===== src/design/bpm_pkg.sv =====
`timescale 1ns / 1ps
// ----------------------------------------------------------------------------
// bpm_pkg
// Shared types, register indexes and helper functions for the byte pattern
// matcher.
// ----------------------------------------------------------------------------
package bpm_pkg;

  // Default values for the top-level parameters.
  localparam int PATTERN_MAX_DEFAULT  = 16;
  localparam int OFFSET_WIDTH_DEFAULT = 32;

  // Fixed field widths.
  localparam int CFG_INDEX_W = 3;
  localparam int CFG_DATA_W  = 64;
  localparam int LEN_W       = 5;
  localparam int RESULT_W    = 32;
  localparam int WINDOW_BYTES = 16;

  // Configuration register indexes.
  localparam logic [CFG_INDEX_W-1:0] REG_PATTERN_LOW    = 3'd0;
  localparam logic [CFG_INDEX_W-1:0] REG_PATTERN_HIGH   = 3'd1;
  localparam logic [CFG_INDEX_W-1:0] REG_PATTERN_LENGTH = 3'd2;
  localparam logic [CFG_INDEX_W-1:0] REG_FOLD_CASE      = 3'd3;
  localparam logic [CFG_INDEX_W-1:0] REG_INVERT_REPORT  = 3'd4;
  localparam logic [CFG_INDEX_W-1:0] REG_REPORT_LIMIT   = 3'd5;

  typedef struct packed {
    logic [63:0]          pattern_low;
    logic [63:0]          pattern_high;
    logic [LEN_W-1:0]     pattern_length;
    logic                 fold_case;
    logic                 invert_report;
    logic [RESULT_W-1:0]  report_limit;
  } cfg_t;

  typedef struct packed {
    logic [RESULT_W-1:0] match_offset;
    logic [RESULT_W-1:0] report_number;
  } result_t;

  // Maps A-Z to a-z when folding is enabled; every other byte passes as is.
  function automatic logic [7:0] fold_byte(input logic [7:0] b, input logic en);
    logic [7:0] r;
    r = b;
    if (en && (b >= 8'h41) && (b <= 8'h5A)) begin
      r = b + 8'h20;
    end
    return r;
  endfunction

  // A length of zero acts as one, and anything beyond the cap is clamped.
  function automatic logic [LEN_W-1:0] effective_length(input logic [LEN_W-1:0] len,
                                                         input int cap);
    logic [LEN_W-1:0] r;
    r = len;
    if (len == '0) begin
      r = LEN_W'(1);
    end else if (len > LEN_W'(cap)) begin
      r = LEN_W'(cap);
    end
    return r;
  endfunction

endpackage


===== src/design/bpm_compare.sv =====
`timescale 1ns / 1ps
// ----------------------------------------------------------------------------
// bpm_compare
// Parallel byte compare of the window against the pattern, with optional
// case folding on both sides.
// ----------------------------------------------------------------------------
module bpm_compare #(
  parameter int PATTERN_MAX = bpm_pkg::PATTERN_MAX_DEFAULT
) (
  input  logic [PATTERN_MAX*8-1:0]   window,
  input  bpm_pkg::cfg_t              cfg,
  input  logic [bpm_pkg::LEN_W-1:0]  length,
  output logic                       match
);
  import bpm_pkg::*;

  localparam int IDX_W = (PATTERN_MAX > 1) ? $clog2(PATTERN_MAX) : 1;

  logic [WINDOW_BYTES*8-1:0] pattern;

  assign pattern = {cfg.pattern_high, cfg.pattern_low};

  // Pattern byte i lines up with window byte length-1-i, since window byte 0
  // is the newest one.
  always_comb begin
    logic [IDX_W-1:0] idx;
    logic [7:0]       wb;
    logic [7:0]       pb;
    match = 1'b1;
    for (int i = 0; i < PATTERN_MAX; i++) begin
      idx = '0;
      wb  = '0;
      pb  = '0;
      if (LEN_W'(i) < length) begin
        idx = IDX_W'(length - LEN_W'(i) - LEN_W'(1));
        wb  = window[idx*8 +: 8];
        pb  = pattern[i*8 +: 8];
        if (fold_byte(wb, cfg.fold_case) != fold_byte(pb, cfg.fold_case)) begin
          match = 1'b0;
        end
      end
    end
  end

endmodule


===== src/design/bpm_skid.sv =====
`timescale 1ns / 1ps
// ----------------------------------------------------------------------------
// bpm_skid
// Result register with a skid entry, so the input side keeps running while
// a result waits for the consumer.
// ----------------------------------------------------------------------------
module bpm_skid (
  input  logic              clk,
  input  logic              rst,
  input  logic              load,
  input  bpm_pkg::result_t  load_data,
  output logic              out_valid,
  input  logic              out_stall,
  output bpm_pkg::result_t  out_data,
  output logic              full
);
  import bpm_pkg::*;

  logic    main_valid;
  logic    skid_valid;
  result_t main;
  result_t skid;
  logic    take;
  logic    load_main;
  logic    load_skid;
  logic    move_skid;

  assign take      = main_valid && !out_stall;
  assign move_skid = skid_valid && take;
  assign load_main = load && !skid_valid && (!main_valid || take);
  assign load_skid = load && !skid_valid && main_valid && !take;

  always_ff @(posedge clk) begin
    if (rst) begin
      main_valid <= 1'b0;
      skid_valid <= 1'b0;
    end else begin
      if (move_skid) begin
        skid_valid <= 1'b0;
      end else if (load_skid) begin
        skid_valid <= 1'b1;
      end
      if (move_skid || load_main) begin
        main_valid <= 1'b1;
      end else if (take) begin
        main_valid <= 1'b0;
      end
    end
  end

  always_ff @(posedge clk) begin
    if (move_skid) begin
      main <= skid;
    end else if (load_main) begin
      main <= load_data;
    end
    if (load_skid) begin
      skid <= load_data;
    end
  end

  assign out_valid = main_valid;
  assign out_data  = main;
  assign full      = skid_valid;

  a_skid_needs_main: assert property (@(posedge clk) disable iff (rst)
    skid_valid |-> main_valid)
    else $error("skid entry holds data while the result register is empty");

  a_park_on_stall: assert property (@(posedge clk) disable iff (rst)
    load && main_valid && out_stall |=> skid_valid)
    else $error("result arriving behind a stalled one was not parked");

  a_skid_drains: assert property (@(posedge clk) disable iff (rst)
    skid_valid && !out_stall |=> main_valid && !skid_valid)
    else $error("skid entry did not move into the result register");

endmodule


===== src/design/byte_pattern_matcher.sv =====
`timescale 1ns / 1ps
// ----------------------------------------------------------------------------
// byte_pattern_matcher
// Brute-force substring search over a byte stream: a sliding window of the
// most recent bytes is compared against a programmable pattern of up to
// sixteen bytes, and matching (or, in invert mode, non-matching) starting
// offsets are reported with a running report count.
// ----------------------------------------------------------------------------
//
//  Channel  Direction  Handshake                  Payload
//  -------  ---------  -------------------------  ---------------------------
//  data     in         data_valid / data_stall    data_byte, start_of_data
//  report   out        report_valid / report_stall match_offset, report_number
//  cfg      in         cfg_write_enable           cfg_index, cfg_data
//
// Each byte is processed as it is accepted, and a new byte can be accepted on every
// clock while data_stall is low. The path that sets the cycle time is the window
// shift followed by the folded sixteen-byte compare and the report limit
// check, all feeding the result register.
// A result is loaded into the result register, or into the skid entry if that one still holds a stalled result.
// The report channel has a result register plus one skid entry; data_stall
// rises only when both hold a result, i.e. while the consumer has stalled.
// Reset (rst, synchronous) returns the registers to their defaults and clears
// the window, counters and the limit flag; there is no clearing pass.
// ----------------------------------------------------------------------------
module byte_pattern_matcher #(
  parameter int PATTERN_MAX  = bpm_pkg::PATTERN_MAX_DEFAULT,
  parameter int OFFSET_WIDTH = bpm_pkg::OFFSET_WIDTH_DEFAULT
) (
  input  logic                             clk,
  input  logic                             rst,
  input  logic                             cfg_write_enable,
  input  logic [bpm_pkg::CFG_INDEX_W-1:0]  cfg_index,
  input  logic [bpm_pkg::CFG_DATA_W-1:0]   cfg_data,
  input  logic                             data_valid,
  output logic                             data_stall,
  input  logic [7:0]                       data_byte,
  input  logic                             start_of_data,
  output logic                             report_valid,
  input  logic                             report_stall,
  output logic [bpm_pkg::RESULT_W-1:0]     match_offset,
  output logic [bpm_pkg::RESULT_W-1:0]     report_number
);
  import bpm_pkg::*;

  // Offsets are worked out at the full counter width and then cut or
  // extended to the result width.
  localparam int EXT_W = (OFFSET_WIDTH > RESULT_W) ? OFFSET_WIDTH : RESULT_W;

  // Configuration registers.
  cfg_t cfg;

  // Stream state.
  logic [PATTERN_MAX*8-1:0] window;
  logic [OFFSET_WIDTH-1:0]  bytes_seen;
  logic [RESULT_W-1:0]      reports_made;
  logic                     limit_reached;

  logic [PATTERN_MAX*8-1:0] window_next;
  logic [OFFSET_WIDTH-1:0]  bytes_seen_next;
  logic [RESULT_W-1:0]      reports_made_next;
  logic                     limit_reached_next;

  logic                     accept;
  logic [PATTERN_MAX*8-1:0] base_window;
  logic [OFFSET_WIDTH-1:0]  base_seen;
  logic [RESULT_W-1:0]      base_reports;
  logic                     base_limit;
  logic [LEN_W-1:0]         length;
  logic                     window_full;
  logic                     match;
  logic                     report_due;
  logic                     emit;
  logic [OFFSET_WIDTH-1:0]  offset_diff;
  logic [EXT_W-1:0]         offset_ext;
  result_t                  result;
  result_t                  out_data;
  logic                     skid_full;

  assign accept     = data_valid && !data_stall;
  assign data_stall = skid_full;

  // Register writes. Indexes past the list are ignored.
  always_ff @(posedge clk) begin
    if (rst) begin
      cfg.pattern_low    <= '0;
      cfg.pattern_high   <= '0;
      cfg.pattern_length <= LEN_W'(1);
      cfg.fold_case      <= 1'b0;
      cfg.invert_report  <= 1'b0;
      cfg.report_limit   <= '0;
    end else if (cfg_write_enable) begin
      unique case (cfg_index)
        REG_PATTERN_LOW:    cfg.pattern_low    <= cfg_data;
        REG_PATTERN_HIGH:   cfg.pattern_high   <= cfg_data;
        REG_PATTERN_LENGTH: cfg.pattern_length <= cfg_data[LEN_W-1:0];
        REG_FOLD_CASE:      cfg.fold_case      <= cfg_data[0];
        REG_INVERT_REPORT:  cfg.invert_report  <= cfg_data[0];
        REG_REPORT_LIMIT:   cfg.report_limit   <= cfg_data[RESULT_W-1:0];
        default: begin
        end
      endcase
    end
  end

  // A start flag wipes the window and counters before its own byte goes in.
  assign base_window  = start_of_data ? '0 : window;
  assign base_seen    = start_of_data ? '0 : bytes_seen;
  assign base_reports = start_of_data ? '0 : reports_made;
  assign base_limit   = start_of_data ? 1'b0 : limit_reached;

  // Newest byte enters at the bottom of the window.
  generate
    if (PATTERN_MAX > 1) begin : g_shift
      assign window_next = {base_window[PATTERN_MAX*8-9:0], data_byte};
    end else begin : g_single
      assign window_next = data_byte;
    end
  endgenerate

  // The byte counter sticks at all ones rather than wrapping.
  assign bytes_seen_next = (base_seen == '1) ? base_seen
                                             : base_seen + OFFSET_WIDTH'(1);

  assign length      = effective_length(cfg.pattern_length, PATTERN_MAX);
  assign window_full = bytes_seen_next >= OFFSET_WIDTH'(length);

  bpm_compare #(
    .PATTERN_MAX(PATTERN_MAX)
  ) u_compare (
    .window(window_next),
    .cfg   (cfg),
    .length(length),
    .match (match)
  );

  assign report_due  = window_full && !base_limit && (match != cfg.invert_report);
  assign offset_diff = bytes_seen_next - OFFSET_WIDTH'(length);
  assign offset_ext  = EXT_W'(offset_diff);

  // Once a due report finds the count at the limit, reporting stops until
  // the next start flag or reset. The report count sticks at all ones.
  always_comb begin
    reports_made_next  = base_reports;
    limit_reached_next = base_limit;
    emit               = 1'b0;
    if (report_due) begin
      if ((cfg.report_limit != '0) && (base_reports >= cfg.report_limit)) begin
        limit_reached_next = 1'b1;
      end else begin
        emit = 1'b1;
        if (base_reports != '1) begin
          reports_made_next = base_reports + RESULT_W'(1);
        end
      end
    end
    result.match_offset  = offset_ext[RESULT_W-1:0];
    result.report_number = reports_made_next;
  end

  always_ff @(posedge clk) begin
    if (rst) begin
      window        <= '0;
      bytes_seen    <= '0;
      reports_made  <= '0;
      limit_reached <= 1'b0;
    end else if (accept) begin
      window        <= window_next;
      bytes_seen    <= bytes_seen_next;
      reports_made  <= reports_made_next;
      limit_reached <= limit_reached_next;
    end
  end

  bpm_skid u_skid (
    .clk      (clk),
    .rst      (rst),
    .load     (accept && emit),
    .load_data(result),
    .out_valid(report_valid),
    .out_stall(report_stall),
    .out_data (out_data),
    .full     (skid_full)
  );

  assign match_offset  = out_data.match_offset;
  assign report_number = out_data.report_number;

  a_stall_means_pending: assert property (@(posedge clk) disable iff (rst)
    data_stall |-> report_valid)
    else $error("input stalled with no result pending on the report channel");

  a_limit_sticks: assert property (@(posedge clk) disable iff (rst)
    limit_reached && !(accept && start_of_data) |=> limit_reached)
    else $error("report limit flag cleared without a start flag");

  a_report_number_nonzero: assert property (@(posedge clk) disable iff (rst)
    report_valid |-> report_number != '0)
    else $error("report delivered with a zero report count");

endmodule

===== config.mk =====
export PLATFORM = sky130hd
export DESIGN_NAME = byte_pattern_matcher
export DESIGN_NICKNAME = d
export VERILOG_FILES = /design/src/design/bpm_pkg.sv /design/src/design/bpm_compare.sv /design/src/design/bpm_skid.sv /design/src/design/byte_pattern_matcher.sv
export SDC_FILE = /design/constraint.sdc
export NUM_CORES = 2
export LEC_CHECK = 0
export BUFFER_PORTS_ARGS = -buffer_cell sky130_fd_sc_hd__buf_2
export CORE_ASPECT_RATIO = 0.75
export CORE_UTILIZATION = 35
export CTS_CLUSTER_SIZE = 8
export DETAILED_ROUTE_END_ITERATION = 10
export GPL_TIMING_DRIVEN = 0
export PLACE_DENSITY = 0.51
export SYNTH_ARGS = -nofsm -noshare
export SYNTH_HDL_FRONTEND = slang
export SYNTH_SLANG_ARGS = --single-unit

===== constraint.sdc =====
create_clock -name clk -period 12.6 [get_ports clk]
set_clock_uncertainty 0.1 [all_clocks]
set_input_delay 0.63 -clock clk [delete_from_list [all_inputs] [get_ports clk]]
set_output_delay 0.63 -clock clk [all_outputs]
set_load 0.02 [all_outputs]

Word-level counts from Yosys, hierarchy flattened
Cells that the tools add are included.

Memories: 0. Output and inout bits: 66. Register bits after elaboration: 482. Bits of input ports: 81. Bits in writable memories: 0. Bits in latches: 0. Memory bits (read-only): 0. Word-level logic and storage cells: 412.

$lt $le $gt $ge: 83. Add/subtract/negate cells: 65. Divide/modulo/power cells: 0. Multiplexer cells: 114. Equal/unequal tests: 24. Multiply operators: 0. Shift-type cells: 16. Bitwise logic cells: 0. Reduce and logical (&&, ||, !) cells: 94.

Operators by type and width (count): $shiftx A128 B8 Y8 (16); $mux W8 (64); $add A8 B6 Y8 const B (32); $ge A8 B7 Y1 const B (32); $le A8 B7 Y1 const B (32); $mux W32 (6); $mux W64 (2); $ne A8 B8 Y1 (16); $mux W120 (1); $logic_and A1 B1 Y1 (75); $add A32 B1 Y32 const B (2); $sub A4 B1 Y4 const B (16); $lt A4 B5 Y1 const A (8); $mux W1 (39); $eq A32 B32 Y1 const B (1); $ge A32 B32 Y1 (1); $ge A32 B5 Y1 (1); $ne A32 B32 Y1 const B (1); $reduce_bool A32 Y1 (1); $sub A32 B5 Y32 (1); $sub A4 B4 Y4 const B (8); $lt A3 B5 Y1 const A (4); $sub A4 B3 Y4 const B (4); $reduce_and A2 Y1 (6); other kinds (15) (27).

Depth between registers and ports, before layout
Word-level depth: 51. Mapped depth: 37.

Modules after synthesis
From an unflattened synthesis, not the netlist that was laid out.

Cell total of the unflattened synthesis: 3666. Area, all modules: 34615.7 µm².

By module, submodules not included: byte_pattern_matcher (cells an instance 2312, sequential area each 7046.8 µm², instances 1, area an instance 17146.4 µm²); bpm_compare (cells an instance 1142, sequential area each 0.0 µm², instances 1, area an instance 12449.4 µm²); bpm_skid (cells an instance 212, sequential area each 3883.7 µm², instances 1, area an instance 5019.8 µm²).

Least setup slack after synthesis
Ideal clock, no wire load.

Kind: register to register. Start: reg cfg[38] (netlist name). End: reg u_skid.main, in the netlist u_skid.out_data[0], enable pin. Buffers on the path: 14. Period minus slack after synthesis: 12.347 ns. Setup slack: 0.253 ns. Cell stages (with the launch flop): 36. Arrival: 11.663 ns. Cell sequence: dfxtp_1 > buf_6 > or4_4 > nand2_8 > inv_6 > buf_6 > buf_2 > buf_2 > buf_2 > buf_2 > buf_2 > ha_1 > buf_2 > inv_1 > buf_4 > buf_2 > buf_2 > buf_2 > mux4_2 > mux2i_1 > nor2_1 > a221oi_2 > ha_1 > xnor2_1 > or3_1 > nor4b_1 > nand4_1 > a21oi_1 > a41oi_1 > a2111oi_4 > and4_1 > buf_6 > o21a_1 > clkbuf_1 > nand2_1 > a21boi_0.

Word-level cells in the longest chain between the ends: 50. Elaborated cells between the ends (all ways): 235.

Ends and longest elaborated chain: $gt A5 B5 Y1 (RTL line bpm_pkg.sv:59) `end else if (len > LEN_W'(cap)) begin`; $mux W5 (RTL line bpm_pkg.sv:59); $mux W5 * (RTL line bpm_pkg.sv:57) `if (len == '0) begin`; branches (longest 41 deep; another with $ge A8 B7 Y1); $logic_and A1 B1 Y1 * (RTL line byte_pattern_matcher.sv:137) `assign report_due = window_full && !base_limit && (match != cfg.invert_report);`; $mux W1 * (RTL line byte_pattern_matcher.sv:147) `if (report_due) begin`; $logic_and A1 B1 Y1 * (RTL line byte_pattern_matcher.sv:178) `.load (accept && emit),`; $logic_and A1 B1 Y1 * (2 in series) (RTL line bpm_skid.sv:30) `assign load_main = load && !skid_valid && (!main_valid || take);`; $reduce_bool A2 Y1 (no line) *; to (signal assigned) (RTL line bpm_skid.sv:53) `main <= skid;`; to (signal assigned) (RTL line bpm_skid.sv:55) `main <= load_data;`; to (decl) (RTL line bpm_skid.sv:21) `result_t main;`.

Every way passes the cells marked *. The select of a mux whose other input is x is not followed. A chain may end at the register's enable or synchronous reset.

Worst setup path in the final report
Start: in start_of_data. End: reg u_skid.main, in the netlist u_skid.out_data[20] (data pin).

Word-level cells in the longest chain between the ends: 45. Elaborated cells between the ends (all ways): 197.

Ends and longest elaborated chain: from (decl) (RTL line byte_pattern_matcher.sv:38) `input logic start_of_data,`; $mux W120 (RTL line byte_pattern_matcher.sv:107) `assign base_window = start_of_data ? '0 : window;`; $shiftx A128 B8 Y8 (RTL line bpm_compare.sv:36) `wb = window[idx*8 +: 8];`; $ge A8 B7 Y1 (RTL line bpm_pkg.sv:46) `if (en && (b >= 8'h41) && (b <= 8'h5A)) begin`; $logic_and A1 B1 Y1 (2 in series) (RTL line bpm_pkg.sv:46); $mux W8 (RTL line bpm_pkg.sv:46); $mux W8 (RTL line bpm_compare.sv:34) `if (LEN_W'(i) < length) begin`; $ne A8 B8 Y1 (RTL line bpm_compare.sv:38) `if (fold_byte(wb, cfg.fold_case) != fold_byte(pb, cfg.fold_case)) begin`; $mux W1 (RTL line bpm_compare.sv:38); [... 28 more ...]; $mux W1 (RTL line bpm_compare.sv:34); $mux W1 (RTL line bpm_compare.sv:38); $mux W1 (RTL line bpm_compare.sv:34); $ne A1 B1 Y1 (RTL line byte_pattern_matcher.sv:137); $logic_and A1 B1 Y1 (RTL line byte_pattern_matcher.sv:137); $mux W32 * (RTL line byte_pattern_matcher.sv:147); $mux W64 * (RTL line bpm_skid.sv:54) `end else if (load_main) begin`; $mux W64 * (RTL line bpm_skid.sv:52) `if (move_skid) begin`.

Mark *: on every way between the ends. The rest lies on a longest branch, timed or not. The select of a mux whose other input is x is not followed.

==> flow_metrics.tcl <==
set metrics [dict create \
    status "finished with violations" \
    violations "max-capacitance violations, max-slew violations" \
    powerDensity_mw_per_mm2 97.20 \
    dp_cells 6213 \
    first_pass_iters 6 \
    cts.sinks 482 \
    drive_gt1_share_pct 11.50 \
    post_dp_cell_area_mm2 0.04000 \
    fmaxAchievable_mhz 80.47 \
    pwr-share-comb_pct 14.7 \
    reg2reg_depth 35 \
    core_area_mm2 0.1055 \
    path_max_fanout 19 \
    holdPathStages 3 \
    ys_ff_latch 482 \
    synth.most_common_cell "nand2_1" \
    switching_share_pct 30.80 \
    cts_tree "done" \
    ir_drop_mv 0.08753 \
    yosysSeqAreaShare_pct 29.23 \
    grt-ovfl-total 0 \
    grt_max_degree 34 \
    cp_common_cell "buf_2" \
    yosys.area.top_type_share_pct 18.95 \
    final_cell_area_mm2 0.04212 \
    finalPower_w 0.004094 \
    postCtsHoldBufs 0 \
    fp-row-count 103 \
    seq_power_share_pct 39.9 \
    crit_required_ps 12890 \
    ios 147 \
    cts_htree_levels 3 \
    drv_slew 86 \
    rsz0062_at_grt "no" \
    numCtsBuffers 71 \
    critPathKind "in -> reg" \
    yosysTopAreaCell "dfxtp_1" \
    relSlewSlack_pct -12.54 \
    area_delta_synth_final_pct 12.63 \
    synth_commonest_cells "911 x nand2_1, 454 x a21oi_1, 354 x dfxtp_1" \
    avgViaCountPerCell 6.450 \
    wl_per_cell_um 36.02 \
    first_global_vias 36449 \
    holdWs_ps 112.5 \
    cp_slowest_stage_delay_ps 850 \
    p_sw_w 0.001261 \
    syn-mean-instance-area_um2 8.049 \
    vias 40833 \
    start_util_pct 35.43 \
    antenna_found_initial 24 \
    globalplace.congestion 1.129 \
    async_flop_share_pct 0 \
    setup_viol 0 \
    stdcell_count 6331 \
    cap_violations 16 \
    yosysWarnings 0 \
    grt_use_total_pct 41.16 \
    crit_arrival_ps 12710 \
    die_h_um 285.1 \
    clockBufferDepth 3 \
    numPortBuffers 145 \
    leakagePower_nw 14.92 \
    period_minus_slack_ps 12430 \
    final-hold-violation-count 0 \
    clkPwrFrac_pct 45.4 \
    worstMarginPinSlew_ps 1674 \
    syn_area_mm2 0.03739 \
    dp_slack_ps -2004 \
    wl_um 228000 \
    die_w_um 379.4 \
    route.detailed.drc 0 \
    final_antenna_net_count 0 \
    synth_area_leaders "dfxtp_1 19%, edfxtp_1 10%, nand2_1 9.1%, mux4_2 7.3%, mux2i_1 6.4%" \
    crit_path_top_delay_cell "clkdlybuf4s15_1" \
    die_area_mm2 0.1082 \
    cp-start-kind "primary input" \
    hold_class "in -> reg" \
    grt_pass1_wl_um 307600 \
    synth_edf_count 128 \
    nNetsFinal 5026 \
    first_iter_violations 5907 \
    cp-end-kind "flip-flop" \
    hpwl_um 182300 \
    synth_cells 4646 \
    root_buffer "clkbuf_16" \
    syn-num-nets 4805 \
    p_int_w 0.002833 \
    ys.flop_type "dfxtp_1" \
    setup_slack_ps 173.2 \
    synth_cell_types 111 \
    insertion_delay_ps 690 \
    period_share_pct 98.63 \
    clk_pin_slew_worst_paths_ps 60 \
]
## power groups by stage
stage | registers (W) | logic (W) | clock network [W]
6_report | 0.00163 | 0.000601 | 0.00186
5_1_grt | 0.00163 | 0.000619 | 0.00193
4_1_cts | 0.00163 | 0.000571 | 0.00187
3_5_place_dp | 0.00167 | 0.000570 | 0
3_3_place_gp | 0.00167 | 0.000571 | 0
2_1_floorplan | 0.00166 | 0.000318 | 0
## metrics by stage
stage | util (%) | TNS [ps]
final | 39.90 | 0
after detailed placement | 37.90 | -376820
after CTS | 39.84 | 0
after global routing | 39.89 | 0
after global placement | 37.80 | -1025920
after floorplan | - | 0
## cell type report
class	count	area, µm²
Fill cell	11072	63430
Multi-Input combinational cell	3709	24640
Sequential cell	482	10930
Clock buffer	100	1907
Tap cell	1417	1773
Buffer	320	1379
Timing Repair Buffer	150	810.8
Inverter	133	504.2
Clock inverter	9	147.6
Antenna cell	11	27.53
## path summary, 6_finish.rpt
path | from | endpoint | slack [ps]
min | cfg_data[47] | cfg[86]$_SDFFE_PP0P_ | 110
max reg2reg | cfg[34]$_SDFFE_PP1P_ | u_skid.out_data[39]$_DFFE_PP_ | 480
min reg2reg | window[10]$_SDFFE_PP0P_ | window[10]$_SDFFE_PP0P_ | 350
max | start_of_data | u_skid.out_data[20]$_DFFE_PP_ | 170
## critical path: cells and delay by family
| kind | cells | cell delay, ps |
|---|---|---|
| buffers and inverters | 13 | 6720 |
| AOI/OAI and AO/OA | 7 | 2420 |
| xor gates and xnor gates | 1 | 110 |
| and+or+nand+nor | 7 | 1690 |
| adders and majority gates | 4 | 1060 |
## repair_timing
action | CTS | global route
resized for setup | 2 | 8
setup endpoints to repair | 229 | 166
hold endpoints to repair | 0 | 0
setup buffers | 0 | 0
pin swaps | 0 | 0
## registers in the layout, summed over array words and instances, names as in the netlist
name	flops
bytes_seen	32
cfg	167
limit_reached	1
reports_made	32
u_skid.full	1
u_skid.out_data	64
u_skid.out_valid	1
u_skid.skid	64
window	120
## cells in the final DEF (no fill, tap or decap), types with 25 or more instances in the layout
| master | synthesis | layout |
|---|---|---|
| nand2_1 | 911 | 911 |
| a21oi_1 | 454 | 453 |
| dfxtp_1 | 354 | 354 |
| nor2_1 | 309 | 308 |
| mux2i_1 | 238 | 238 |
| clkbuf_1 | 209 | 229 |
| buf_2 | 68 | 214 |
| nor2b_1 | 161 | 157 |
| inv_1 | 129 | 129 |
| edfxtp_1 | 128 | 128 |
| xnor2_1 | 123 | 123 |
| nand3_1 | 123 | 123 |
| mux4_2 | 122 | 122 |
| o21ai_0 | 116 | 116 |
| a31oi_1 | 89 | 89 |
| nor3_1 | 82 | 81 |
| ha_1 | 77 | 77 |
| xor2_1 | 76 | 76 |
| clkbuf_16 | 0 | 72 |
| mux2_2 | 61 | 61 |
| or3_1 | 55 | 55 |
| a21o_1 | 43 | 43 |
| nand4_1 | 43 | 43 |
| a22oi_1 | 42 | 42 |
| nand2b_1 | 35 | 35 |
| o22ai_1 | 35 | 35 |
| o211ai_1 | 33 | 33 |
| a211oi_1 | 33 | 32 |
| buf_1 | 32 | 31 |
| nor4_1 | 31 | 31 |
| o31ai_1 | 29 | 29 |
| and3_1 | 25 | 25 |
## cell families after synthesis
logic type / after synthesis / synth area share, %
adder cells (fa/ha/maj): 80 / 2.683
flip-flops: 482 / 29.23
XOR/XNOR: 203 / 4.888
AO/OA/AOI/OAI: 1065 / 18.06
buffers and inverters: 455 / 5.019
multiplexers: 422 / 15.59
AND/OR/NAND/NOR: 1939 / 24.53
## metal layers
layer  vias to the layer above  track usage, %  share of wire (%)
met5                         -           2.413               0.28
met4                        18           14.69                4.0
met3                       471           18.85                 15
met2                      2785           51.64                 37
met1                     20256           59.67                 44
li1                      17303               -                  -
No activity file was read; power rests on OpenSTA's default activity.
